`src/rtl/core/fbtd_pkg.sv`:
```
// ============================================================================
// fbtd_pkg
// Shared types, constants and the character ROM of the five-bit packed text
// decoder.
// ============================================================================
package fbtd_pkg;

    // Special 5-bit codes.
    localparam logic [4:0] C_CODE_END  = 5'h00;
    localparam logic [4:0] C_CODE_CASE = 5'h1E;
    localparam logic [4:0] C_CODE_NULL = 5'h1F;

    // Case handling constants.
    localparam logic [7:0] C_CASE_LIMIT = 8'h40;
    localparam logic [7:0] C_CASE_ARM   = 8'h80;
    localparam logic [7:0] C_UPPER_MIN  = 8'hE1;
    localparam logic [7:0] C_UPPER_MAX  = 8'hFA;
    localparam logic [7:0] C_UPPER_MASK = 8'hDF;

    // Depth of the queue between front and back.
    localparam int Q_DEPTH = 4;
    localparam int Q_PTR_W = $clog2(Q_DEPTH);
    localparam int Q_CNT_W = $clog2(Q_DEPTH + 1);

    // What a decoded code asks the back part to do.
    typedef enum logic [1:0] {
        K_END,
        K_CHAR,
        K_CASE
    } t_code_kind;

    // One input byte, decoded into up to two codes.
    typedef struct packed {
        logic       vld0;
        t_code_kind kind0;
        logic [4:0] code0;
        logic       last0;
        logic       vld1;
        t_code_kind kind1;
        logic [4:0] code1;
        logic       last1;
    } t_code_grp;

    // Character ROM for codes 1 to 29.
    function automatic logic [7:0] f_char_rom(input logic [4:0] code);
        logic [7:0] ch;
        unique case (code)
            5'd1:    ch = 8'hA0;
            5'd2:    ch = 8'hE1;
            5'd3:    ch = 8'hE2;
            5'd4:    ch = 8'hE3;
            5'd5:    ch = 8'hE4;
            5'd6:    ch = 8'hE5;
            5'd7:    ch = 8'hE6;
            5'd8:    ch = 8'hE7;
            5'd9:    ch = 8'hE8;
            5'd10:   ch = 8'hE9;
            5'd11:   ch = 8'hEB;
            5'd12:   ch = 8'hEC;
            5'd13:   ch = 8'hED;
            5'd14:   ch = 8'hEE;
            5'd15:   ch = 8'hEF;
            5'd16:   ch = 8'hF0;
            5'd17:   ch = 8'hF2;
            5'd18:   ch = 8'hF3;
            5'd19:   ch = 8'hF4;
            5'd20:   ch = 8'hF5;
            5'd21:   ch = 8'hF6;
            5'd22:   ch = 8'hF7;
            5'd23:   ch = 8'hF9;
            5'd24:   ch = 8'hAE;
            5'd25:   ch = 8'hA2;
            5'd26:   ch = 8'hA7;
            5'd27:   ch = 8'hAC;
            5'd28:   ch = 8'hA1;
            5'd29:   ch = 8'h8D;
            default: ch = 8'h00;
        endcase
        return ch;
    endfunction

endpackage

```
`src/rtl/core/fbtd_front.sv`:
```
// ============================================================================
// fbtd_front
// Accepts packed bytes, gathers bits into 5-bit codes and classifies them
// into a code group for the back part.
// ============================================================================
module fbtd_front (
    input  logic                i_clk,
    input  logic                i_rst_n,
    input  logic                i_valid,
    input  logic [7:0]          i_packed_byte,
    input  logic                i_q_full,
    output logic                o_push,
    output fbtd_pkg::t_code_grp o_grp
);
    import fbtd_pkg::*;

    logic [4:0]  r_accum;
    logic [2:0]  r_cnt;
    logic [4:0]  n_accum;
    logic [2:0]  n_cnt;
    logic [12:0] w_bits;
    logic        w_two;
    logic [4:0]  w_code0;
    logic [4:0]  w_code1;
    logic [2:0]  w_left_cnt;
    logic        w_res0;
    logic        w_res1;
    logic        w_end;
    logic        w_accept;
    t_code_grp   w_grp;

    function automatic t_code_kind f_kind(input logic [4:0] code);
        t_code_kind k;
        if (code == C_CODE_END) begin
            k = K_END;
        end else if (code == C_CODE_CASE) begin
            k = K_CASE;
        end else begin
            k = K_CHAR;
        end
        return k;
    endfunction

    assign w_accept = i_valid && !i_q_full;

    // Split the gathered bits and the new byte into codes.
    always_comb begin
        w_bits  = {r_accum, i_packed_byte};
        w_two   = (r_cnt >= 3'd2);
        w_code0 = 5'(w_bits >> (r_cnt + 3'd3));
        w_code1 = 5'(w_bits >> (r_cnt - 3'd2));
        if (w_two) begin
            w_left_cnt = r_cnt - 3'd2;
        end else begin
            w_left_cnt = r_cnt + 3'd3;
        end

        // An end code in the first slot discards the rest of the byte.
        w_grp.vld0  = (w_code0 != C_CODE_NULL);
        w_grp.kind0 = f_kind(w_code0);
        w_grp.code0 = w_code0;
        w_grp.vld1  = w_two && (w_code0 != C_CODE_END) && (w_code1 != C_CODE_NULL);
        w_grp.kind1 = f_kind(w_code1);
        w_grp.code1 = w_code1;

        w_res0 = w_grp.vld0 && (w_grp.kind0 != K_CASE);
        w_res1 = w_grp.vld1 && (w_grp.kind1 != K_CASE);
        w_grp.last0 = w_res0 && !w_res1;
        w_grp.last1 = w_res1;

        w_end = (w_code0 == C_CODE_END) || (w_two && w_code1 == C_CODE_END);
        if (w_end) begin
            n_accum = 5'd0;
            n_cnt   = 3'd0;
        end else begin
            n_accum = w_bits[4:0] & ~(5'h1F << w_left_cnt);
            n_cnt   = w_left_cnt;
        end
    end

    // Bit gathering state.
    always_ff @(posedge i_clk) begin
        if (!i_rst_n) begin
            r_accum <= 5'd0;
            r_cnt   <= 3'd0;
        end else if (w_accept) begin
            r_accum <= n_accum;
            r_cnt   <= n_cnt;
        end
    end

    assign o_push = w_accept && (w_grp.vld0 || w_grp.vld1);
    assign o_grp  = w_grp;

endmodule

```
`src/rtl/core/fbtd_queue.sv`:
```
// ============================================================================
// fbtd_queue
// Short FIFO of code groups between the front and back parts.
// ============================================================================
module fbtd_queue (
    input  logic                i_clk,
    input  logic                i_rst_n,
    input  logic                i_push,
    input  fbtd_pkg::t_code_grp i_grp,
    input  logic                i_pop,
    output logic                o_full,
    output logic                o_empty,
    output fbtd_pkg::t_code_grp o_grp
);
    import fbtd_pkg::*;

    t_code_grp          r_mem [Q_DEPTH];
    logic [Q_PTR_W-1:0] r_wr_ptr;
    logic [Q_PTR_W-1:0] r_rd_ptr;
    logic [Q_CNT_W-1:0] r_count;

    assign o_full  = (r_count == Q_CNT_W'(Q_DEPTH));
    assign o_empty = (r_count == '0);
    assign o_grp   = r_mem[r_rd_ptr];

    // Storage write.
    always_ff @(posedge i_clk) begin
        if (i_push) begin
            r_mem[r_wr_ptr] <= i_grp;
        end
    end

    // Pointers and fill count.
    always_ff @(posedge i_clk) begin
        if (!i_rst_n) begin
            r_wr_ptr <= '0;
            r_rd_ptr <= '0;
            r_count  <= '0;
        end else begin
            if (i_push) begin
                r_wr_ptr <= r_wr_ptr + 1'b1;
            end
            if (i_pop) begin
                r_rd_ptr <= r_rd_ptr + 1'b1;
            end
            if (i_push && !i_pop) begin
                r_count <= r_count + 1'b1;
            end else if (i_pop && !i_push) begin
                r_count <= r_count - 1'b1;
            end
        end
    end

endmodule

```
`src/rtl/core/fbtd_back.sv`:
```
// ============================================================================
// fbtd_back
// Carries out queued codes one per cycle unless stalled: case register
// updates, ROM lookup with upper-case folding, and the output register.
// ============================================================================
module fbtd_back (
    input  logic                i_clk,
    input  logic                i_rst_n,
    input  logic                i_q_empty,
    input  fbtd_pkg::t_code_grp i_grp,
    output logic                o_pop,
    input  logic                i_stall,
    output logic                o_valid,
    output logic [7:0]          o_char_code,
    output logic                o_end_of_string,
    output logic                o_last_of_item
);
    import fbtd_pkg::*;

    logic       r_sel;
    logic [7:0] r_case;
    logic       r_out_vld;
    logic [7:0] r_out_char;
    logic       r_out_eos;
    logic       r_out_last;

    logic       w_slot1;
    logic [4:0] w_code;
    t_code_kind w_kind;
    logic       w_last;
    logic       w_grp_done;
    logic       w_can_out;
    logic       w_fire;
    logic [7:0] w_case_shr;
    logic [7:0] w_rom;
    logic [7:0] n_case;
    logic [7:0] n_char;

    // Select the code in work from the head group.
    always_comb begin
        w_slot1    = r_sel || !i_grp.vld0;
        w_code     = w_slot1 ? i_grp.code1 : i_grp.code0;
        w_kind     = w_slot1 ? i_grp.kind1 : i_grp.kind0;
        w_last     = w_slot1 ? i_grp.last1 : i_grp.last0;
        w_grp_done = w_slot1 || !i_grp.vld1;
        w_can_out  = !r_out_vld || !i_stall;
        w_fire     = !i_q_empty && ((w_kind == K_CASE) || w_can_out);
    end

    // Case register update and character folding.
    always_comb begin
        w_case_shr = r_case >> 1;
        w_rom      = f_char_rom(w_code);
        n_char     = w_rom;
        unique case (w_kind)
            K_END: begin
                n_case = 8'h00;
                n_char = 8'h00;
            end
            K_CASE: begin
                n_case = w_case_shr + C_CASE_ARM;
            end
            K_CHAR: begin
                n_case = w_case_shr;
                if (w_case_shr >= C_CASE_LIMIT && w_rom >= C_UPPER_MIN
                    && w_rom <= C_UPPER_MAX) begin
                    n_char = w_rom & C_UPPER_MASK;
                end
            end
            default: begin
                n_case = r_case;
            end
        endcase
    end

    // Slot select and case register.
    always_ff @(posedge i_clk) begin
        if (!i_rst_n) begin
            r_sel  <= 1'b0;
            r_case <= 8'h00;
        end else if (w_fire) begin
            r_sel  <= !w_grp_done;
            r_case <= n_case;
        end
    end

    // Output register valid.
    always_ff @(posedge i_clk) begin
        if (!i_rst_n) begin
            r_out_vld <= 1'b0;
        end else if (w_fire && w_kind != K_CASE) begin
            r_out_vld <= 1'b1;
        end else if (!i_stall) begin
            r_out_vld <= 1'b0;
        end
    end

    // Output register payload.
    always_ff @(posedge i_clk) begin
        if (w_fire && w_kind != K_CASE) begin
            r_out_char <= n_char;
            r_out_eos  <= (w_kind == K_END);
            r_out_last <= w_last;
        end
    end

    assign o_pop           = w_fire && w_grp_done;
    assign o_valid         = r_out_vld;
    assign o_char_code     = r_out_char;
    assign o_end_of_string = r_out_eos;
    assign o_last_of_item  = r_out_last;

endmodule

```
`src/rtl/core/five_bit_packed_text_decoder.sv`:
```
// ============================================================================
// five_bit_packed_text_decoder
// Decodes a stream of bytes that pack 5-bit text codes, MSB first, into
// characters, with end-of-string and case-shift handling.
// ============================================================================
//
//  Channel  | Direction | Handshake           | Payload
//  ---------+-----------+---------------------+----------------------------------
//  input    | in        | i_valid / o_stall   | i_packed_byte
//  output   | out       | o_valid / i_stall   | o_char_code, o_end_of_string,
//           |           |                     | o_last_of_item
//
// The front decodes a byte in the cycle of its transfer and queues its codes.
// The back carries out one code per cycle while the output is not stalled,
// and each result is held in its output register. The single back unit sets
// the rate; the front keeps taking bytes while the queue has room. The queue
// holds four byte groups. Reset is synchronous and clears the control state;
// queue storage and the output payload are not reset.
// o_stall rises only when the queue is full; a stalled output holds its value.
//
module five_bit_packed_text_decoder (
    input  logic       i_clk,
    input  logic       i_rst_n,
    input  logic       i_valid,
    output logic       o_stall,
    input  logic [7:0] i_packed_byte,
    output logic       o_valid,
    input  logic       i_stall,
    output logic [7:0] o_char_code,
    output logic       o_end_of_string,
    output logic       o_last_of_item
);
    import fbtd_pkg::*;

    logic      w_push;
    logic      w_pop;
    logic      w_full;
    logic      w_empty;
    t_code_grp w_in_grp;
    t_code_grp w_head_grp;

    // Front: bit gathering and code classification.
    fbtd_front u_front (
        .i_clk         (i_clk),
        .i_rst_n       (i_rst_n),
        .i_valid       (i_valid),
        .i_packed_byte (i_packed_byte),
        .i_q_full      (w_full),
        .o_push        (w_push),
        .o_grp         (w_in_grp)
    );

    // Queue of code groups.
    fbtd_queue u_queue (
        .i_clk   (i_clk),
        .i_rst_n (i_rst_n),
        .i_push  (w_push),
        .i_grp   (w_in_grp),
        .i_pop   (w_pop),
        .o_full  (w_full),
        .o_empty (w_empty),
        .o_grp   (w_head_grp)
    );

    // Back: code execution and result register.
    fbtd_back u_back (
        .i_clk           (i_clk),
        .i_rst_n         (i_rst_n),
        .i_q_empty       (w_empty),
        .i_grp           (w_head_grp),
        .o_pop           (w_pop),
        .i_stall         (i_stall),
        .o_valid         (o_valid),
        .o_char_code     (o_char_code),
        .o_end_of_string (o_end_of_string),
        .o_last_of_item  (o_last_of_item)
    );

    assign o_stall = w_full;

endmodule

```
`config.mk`:
```
export PLATFORM = sky130hd
export DESIGN_NAME = five_bit_packed_text_decoder
export DESIGN_NICKNAME = d
export VERILOG_FILES = /design/src/rtl/core/fbtd_pkg.sv /design/src/rtl/core/fbtd_front.sv /design/src/rtl/core/fbtd_queue.sv /design/src/rtl/core/fbtd_back.sv /design/src/rtl/core/five_bit_packed_text_decoder.sv
export SDC_FILE = /design/constraint.sdc
export NUM_CORES = 1
export LEC_CHECK = 0
export BUFFER_PORTS_ARGS = -buffer_cell sky130_fd_sc_hd__buf_2
export CAP_MARGIN = 15
export CORE_MARGIN = 4
export CORE_UTILIZATION = 34
export DETAILED_ROUTE_END_ITERATION = 10
export GPL_TIMING_DRIVEN = 0
export HOLD_SLACK_MARGIN = 0.12
export PLACE_DENSITY_LB_ADDON = 0.15
export SYNTH_ARGS = -nofsm -noshare
export SYNTH_HDL_FRONTEND = slang
export SYNTH_SLANG_ARGS = --single-unit
```
`constraint.sdc`:
```
create_clock -name i_clk -period 11.4 [get_ports i_clk]
set_clock_uncertainty 0.2 [all_clocks]
set_input_delay 1.14 -clock i_clk [delete_from_list [all_inputs] [get_ports i_clk]]
set_output_delay 1.14 -clock i_clk [all_outputs]
set_load 0.005 [all_outputs]
```
* After elaboration in Yosys (flattened, before gate mapping)
Memory sizes are Yosys's and may differ from the RTL's. A register that Yosys moved wholly into a read port is not among the register bits.
Index checks and enable logic that the tools add are counted.
** Cells by class
- Add/sub/neg operators :: 7
- Multiply operators :: 0
- Divide/modulo/power cells :: 0
- $lt $le $gt $ge :: 4
- Equality and inequality tests :: 11
- Shifts and indexed selects :: 3
- Mux-type cells :: 21
- Bitwise logic cells :: 2
- Reductions and logical operators :: 39
** Operator list (count)
- 13-bit by 3-bit right shift with 5-bit output :: 2
- 8-bit one-hot mux with 3 select lines :: 1
- 8-bit one-hot mux with 2 select lines :: 1
- 1-bit logical AND :: 15
- 2-bit 2-to-1 mux :: 7
- 3-bit 2-to-1 mux :: 4
- 5-bit equality test, second input constant :: 2
- 1-bit zero test :: 10
- 5-bit zero test :: 2
- 5-bit 2-to-1 mux :: 2
- 5-bit != test, second input constant :: 2
- 7-bit by 8-bit adder with 8-bit output, second input constant :: 1
- 8-bit greater-or-equal comparator, second input constant :: 1
- 8-bit <= comparator, second input constant :: 1
- 7-bit greater-or-equal comparator, second input constant :: 1
- 1-bit logical OR :: 6
- 6-bit 2-to-1 mux :: 1
- 2-bit != test, second input constant :: 3
- 5-bit AND :: 1
- 1-bit 2-to-1 mux :: 5
- 5-bit NOT :: 1
- 5-bit nonzero test :: 1
- 5-bit by 3-bit left shift with 5-bit output, first input constant :: 1
- 2-bit by 1-bit adder with 2-bit output, second input constant :: 2
- 14 further kinds :: 14
** Storage, ports and cells
- Register bits after elaboration :: 35
- Latch bits :: 0
- Bits in writable memories :: 72
- Bits in read-only memories :: 256
- Input bits :: 12
- Memories :: 2
** Memories
- (no name shown) :: words 32, width 8, rd ports 1, clocked after memory_dff 0, wr ports 0, RTL line fbtd_pkg.sv:47 : unique case (code)
- u_queue.r_mem :: words 4, width 18, rd ports 1, clocked after memory_dff 1, wr ports 1, RTL line fbtd_queue.sv:17 : t_code_grp r_mem [Q_DEPTH];

* Longest topological paths before layout
- Word-level depth :: 11
- Mapped depth :: 16
- Depth with buffers taken out :: 14

* Modules after synthesis
From an unflattened synthesis, not the netlist that was laid out.
** Second synthesis, totals
- Cell total of the unflattened synthesis :: 389
- Area, all modules :: 5406.4 um2
** By module, submodules not included
- fbtd_queue :: instances 1, cells an instance 137, area an instance 3084.2 um2
- fbtd_back :: instances 1, cells an instance 133, area an instance 1227.4 um2
- fbtd_front :: instances 1, cells an instance 119, area an instance 1094.8 um2

* Worst setup path after synthesis
Ideal clock, no wire load.
- Path type :: reg-to-reg
- Start :: reg (tool-made name)
- End :: reg u_queue.r_count[2]
- Arrival time :: 3.798 ns
- Setup slack :: 7.326 ns
- Cell stages (with the launch flop) :: 15
- Path buffers :: 1
- Clock period less this slack :: 4.074 ns
- Cells stage by stage :: dfxtp_1 or2_1 o22ai_4 buf_6 mux4_2 mux2_2 ha_1 o32ai_1 a21o_1 ha_1 inv_1 fa_1 xor2_1 or3_1 a21boi_0
** RTL lines
- end signal, assigned :: RTL line fbtd_queue.sv:47 : r_count <= r_count + 1'b1;
- end signal, assigned :: RTL line fbtd_queue.sv:49 : r_count <= r_count - 1'b1;
- end, declared :: RTL line fbtd_queue.sv:20 : logic [Q_CNT_W-1:0] r_count;

* Worst setup path after layout
- Start :: reg u_front.r_cnt[0]
- End :: reg u_queue.r_count[2]
** On the way
- Word-level cells in the longest chain between the ends :: 10
** RTL lines
- start, declared :: RTL line fbtd_front.sv:18 : logic [2:0] r_cnt;
- start signal, assigned :: RTL line fbtd_front.sv:88 : r_cnt <= n_cnt;
- 3-bit by 2-bit adder with 3-bit output :: RTL line fbtd_front.sv:50 : w_code0 = 5'(w_bits >> (r_cnt + 3'd3));
- 13-bit by 3-bit right shift with 5-bit output :: RTL line fbtd_front.sv:50
- 5-bit nonzero test :: RTL line fbtd_front.sv:62 : w_grp.vld1 = w_two && (w_code0 != C_CODE_END) && (w_code1 != C_CODE_NULL);
- 1-bit logical AND (2 in series) :: RTL line fbtd_front.sv:62
- 1-bit logical OR * :: RTL line fbtd_front.sv:92 : assign o_push = w_accept && (w_grp.vld0 || w_grp.vld1);
- 1-bit logical AND * :: RTL line fbtd_front.sv:92
- via u_front.o_push :: RTL line fbtd_front.sv:12 : output logic o_push,
- 1-bit zero test :: RTL line fbtd_queue.sv:48 : end else if (i_pop && !i_push) begin
- 1-bit logical AND :: RTL line fbtd_queue.sv:48
- 2-bit nonzero test (no source line)
The timed path passes the listed nets; every way through them passes the cells marked *.
A chain may end at the register's enable or synchronous reset.

==> results.ini <==
[outcome]
status=complete, no violations

[logic_synthesis]
synth.distinct_cells=64
synth_top_area_share_pct=46.0
synthesis.instances=357
ys_seq_elements=101
yosys_warnings=0
synth_area_per_cell_um2=15.0
synth_area_leaders=edfxtp_1 46%, mux4_2 12%, dfxtp_1 7.1%
synth_top_area_cell=edfxtp_1
yosysSeqAreaShare_pct=53.1
syn-num-nets=389
synth_area_um2=5350

[timing]
min_period_ns=4.79
min_period_over_period_pct=42.0
report.final.setup_viol=0
worst_hold_slack_ns=0.283
fmax_ghz=0.209
hold_viol_final=0
setup_tns_ns=0
rsz0062_at_grt=no
drv_slew=0
slew_headroom_pct=34.3
tightest_slew_ns=0.986

[cts]
cts_sinks=101
post_cts_buffers=0
cts_buffers=9
post_cts_resized=0
tritoncts=done
clockBufferDepth=2
root_buffer=clkbuf_16
clk_pin_slew_ns=0.07
clock_latency_ns=0.34
cts_hold_buf=0
htreeDepth=3

[critical_path]
cp-start-kind=register
crit_arrival_ns=4.86
reg2reg_depth=15
crit_fanout=10
cp-end-kind=register
crit_type=register to register
required_ns=11.47

[cells_and_area]
stdcell_count=607
antenna_cells=0
final_common_cell=edfxtp_1
drive_gt1_share_pct=26.3
fin_nets=423
most-common-layout-cells=82 x edfxtp_1, 28 x mux4_2, 26 x buf_2
synthToLayoutAreaGrowth_pct=12.5
final_area_um2=6020

[die]
start_util_pct=34.9
ios=24
die_x_um=133
rows=45
die_y_um=133
dieArea_um2=17800
core_region_area_um2=15300

[hold_path]
whs_path_depth=2
min_path_type=register to register

[routing]
wl_per_cell_um=17.9
drc_errors=0
route.antenna.remaining_nets=0
dr_total_vias=3030
vias_per_cell=4.99
dr.first_iter.drc_count=192
drt_wl_total_um=10800
dr.pass1.iters=4

[global_routing]
grt_usage_pct=13.0
grt_max_degree=19
grt_pass1_wl_um=17900
gr-total-overflow=0
grt_antenna_before_repair=0
grt_pass1_vias=3124

[placed_design]
place.gp.congestion=0.833
numPortBuffers=23
hpwl_um=7830
place_area_um2=5730
dp.cells=591

[flow_run]
cap_violations=0

==> cell type report <==
type / count / area (um^2)
well taps: 211 / 264
clock inverters: 4 / 55.1
clock buffers: 12 / 236
plain buffers: 15 / 143
multi-input cells: 216 / 2270
fillers: 1503 / 9290
repair buffers: 23 / 115
flip-flops and latches: 101 / 2840
inverters: 25 / 93.8
==> worst paths after layout <==
check	slack [ns]	endpoint	startpoint
setup reg to reg	6.61	u_queue.r_count[2]$_SDFFE_PN0P_	u_front.r_cnt[0]$_SDFFE_PN0P_
hold reg to reg	0.28	u_back.r_case[7]$_SDFFE_PN0P_	u_back.r_case[7]$_SDFFE_PN0P_
hold / removal	0.28	u_back.r_case[7]$_SDFFE_PN0P_	u_back.r_case[7]$_SDFFE_PN0P_
setup / recovery	6.61	u_queue.r_count[2]$_SDFFE_PN0P_	u_front.r_cnt[0]$_SDFFE_PN0P_
==> critical path, cell delays in order (launching register included) <==
cell      delay [ns]
dfxtp_1         0.30
buf_2           0.27
buf_12          0.18
inv_1           0.12
ha_1            0.26
xor2_2          0.37
mux4_1          0.63
mux2i_1         0.43
nor3_1          0.27
a31oi_4         0.36
ha_1            0.24
inv_1           0.06
fa_1            0.37
xor2_1          0.18
or3_1           0.30
a21boi_0        0.17
==> per-stage QoR <==
stage               utilization [%]  setup slack [ns]
global placement               37.4              6.62
detailed placement             37.4              6.60
floorplan                         -              7.33
global route                   39.3              6.27
finish                         39.3              6.61
CTS                            39.3              6.57
==> Yosys cell counts, drive strengths merged <==
cell / n
nand2b: 2
mux4: 35
nor2b: 15
nor4b: 1
o22ai: 2
a21boi: 3
fa: 1
inv: 25
a311oi: 1
nor3b: 1
clkbuf: 7
a211oi: 4
mux2: 7
nor2: 14
o21a: 1
o211ai: 2
mux2i: 19
a22oi: 3
xor2: 2
o41a: 1
nor4: 4
and2: 10
or3: 1
and2b: 1
edfxtp: 82
dfxtp: 19
a21o: 3
o32ai: 1
o21ai: 7
xnor2: 5
ha: 19
a221o: 2
o221a: 1
and3: 4
a32oi: 2
nand3: 5
nand2: 15
a2111oi: 1
or2b: 1
or2: 2
buf: 8
a31oi: 1
a21oi: 9
nor3: 7
nand4: 1
==> sequential cells by signal, indices dropped and copies added, names as in the netlist, named ones only <==
signal,count
u_queue.r_mem,72
u_back.o_char_code,8
u_front.r_accum,4
u_front.r_cnt,3
u_queue.r_count,3
u_queue.r_rd_ptr,2
u_queue.r_wr_ptr,2
u_back.o_end_of_string,1
u_back.o_last_of_item,1
u_back.o_valid,1
u_back.r_case,1
u_back.r_sel,1
==> cells by family (layout without fill, tap and decap cells) <==
group                    Yosys count  in the layout  synth area share (%)
AO/OA/AOI/OAI                     44             44                  6.76
XOR/XNOR                           7              7                  1.29
AND/OR/NAND/NOR                   84             84                  8.84
adder cells (fa/ha/maj)           20             20                  4.82
multiplexers                      61             61                  20.8
buffers and inverters             40             79                  4.42
flip-flops                       101            101                  53.1
==> routing by layer <==
metal  GRT usage [%]  wire length, um  vias to the layer above
met4            3.60               51                        0
met2            21.7             5500                       55
li1                -                -                     1447
met3            2.95              400                        4
met5               0                0                        -
met1            17.2             4880                     1524
Power is left out: the tool's default activity adds up to more than one toggle a clock period on the data nets, which glitch-free logic cannot reach.
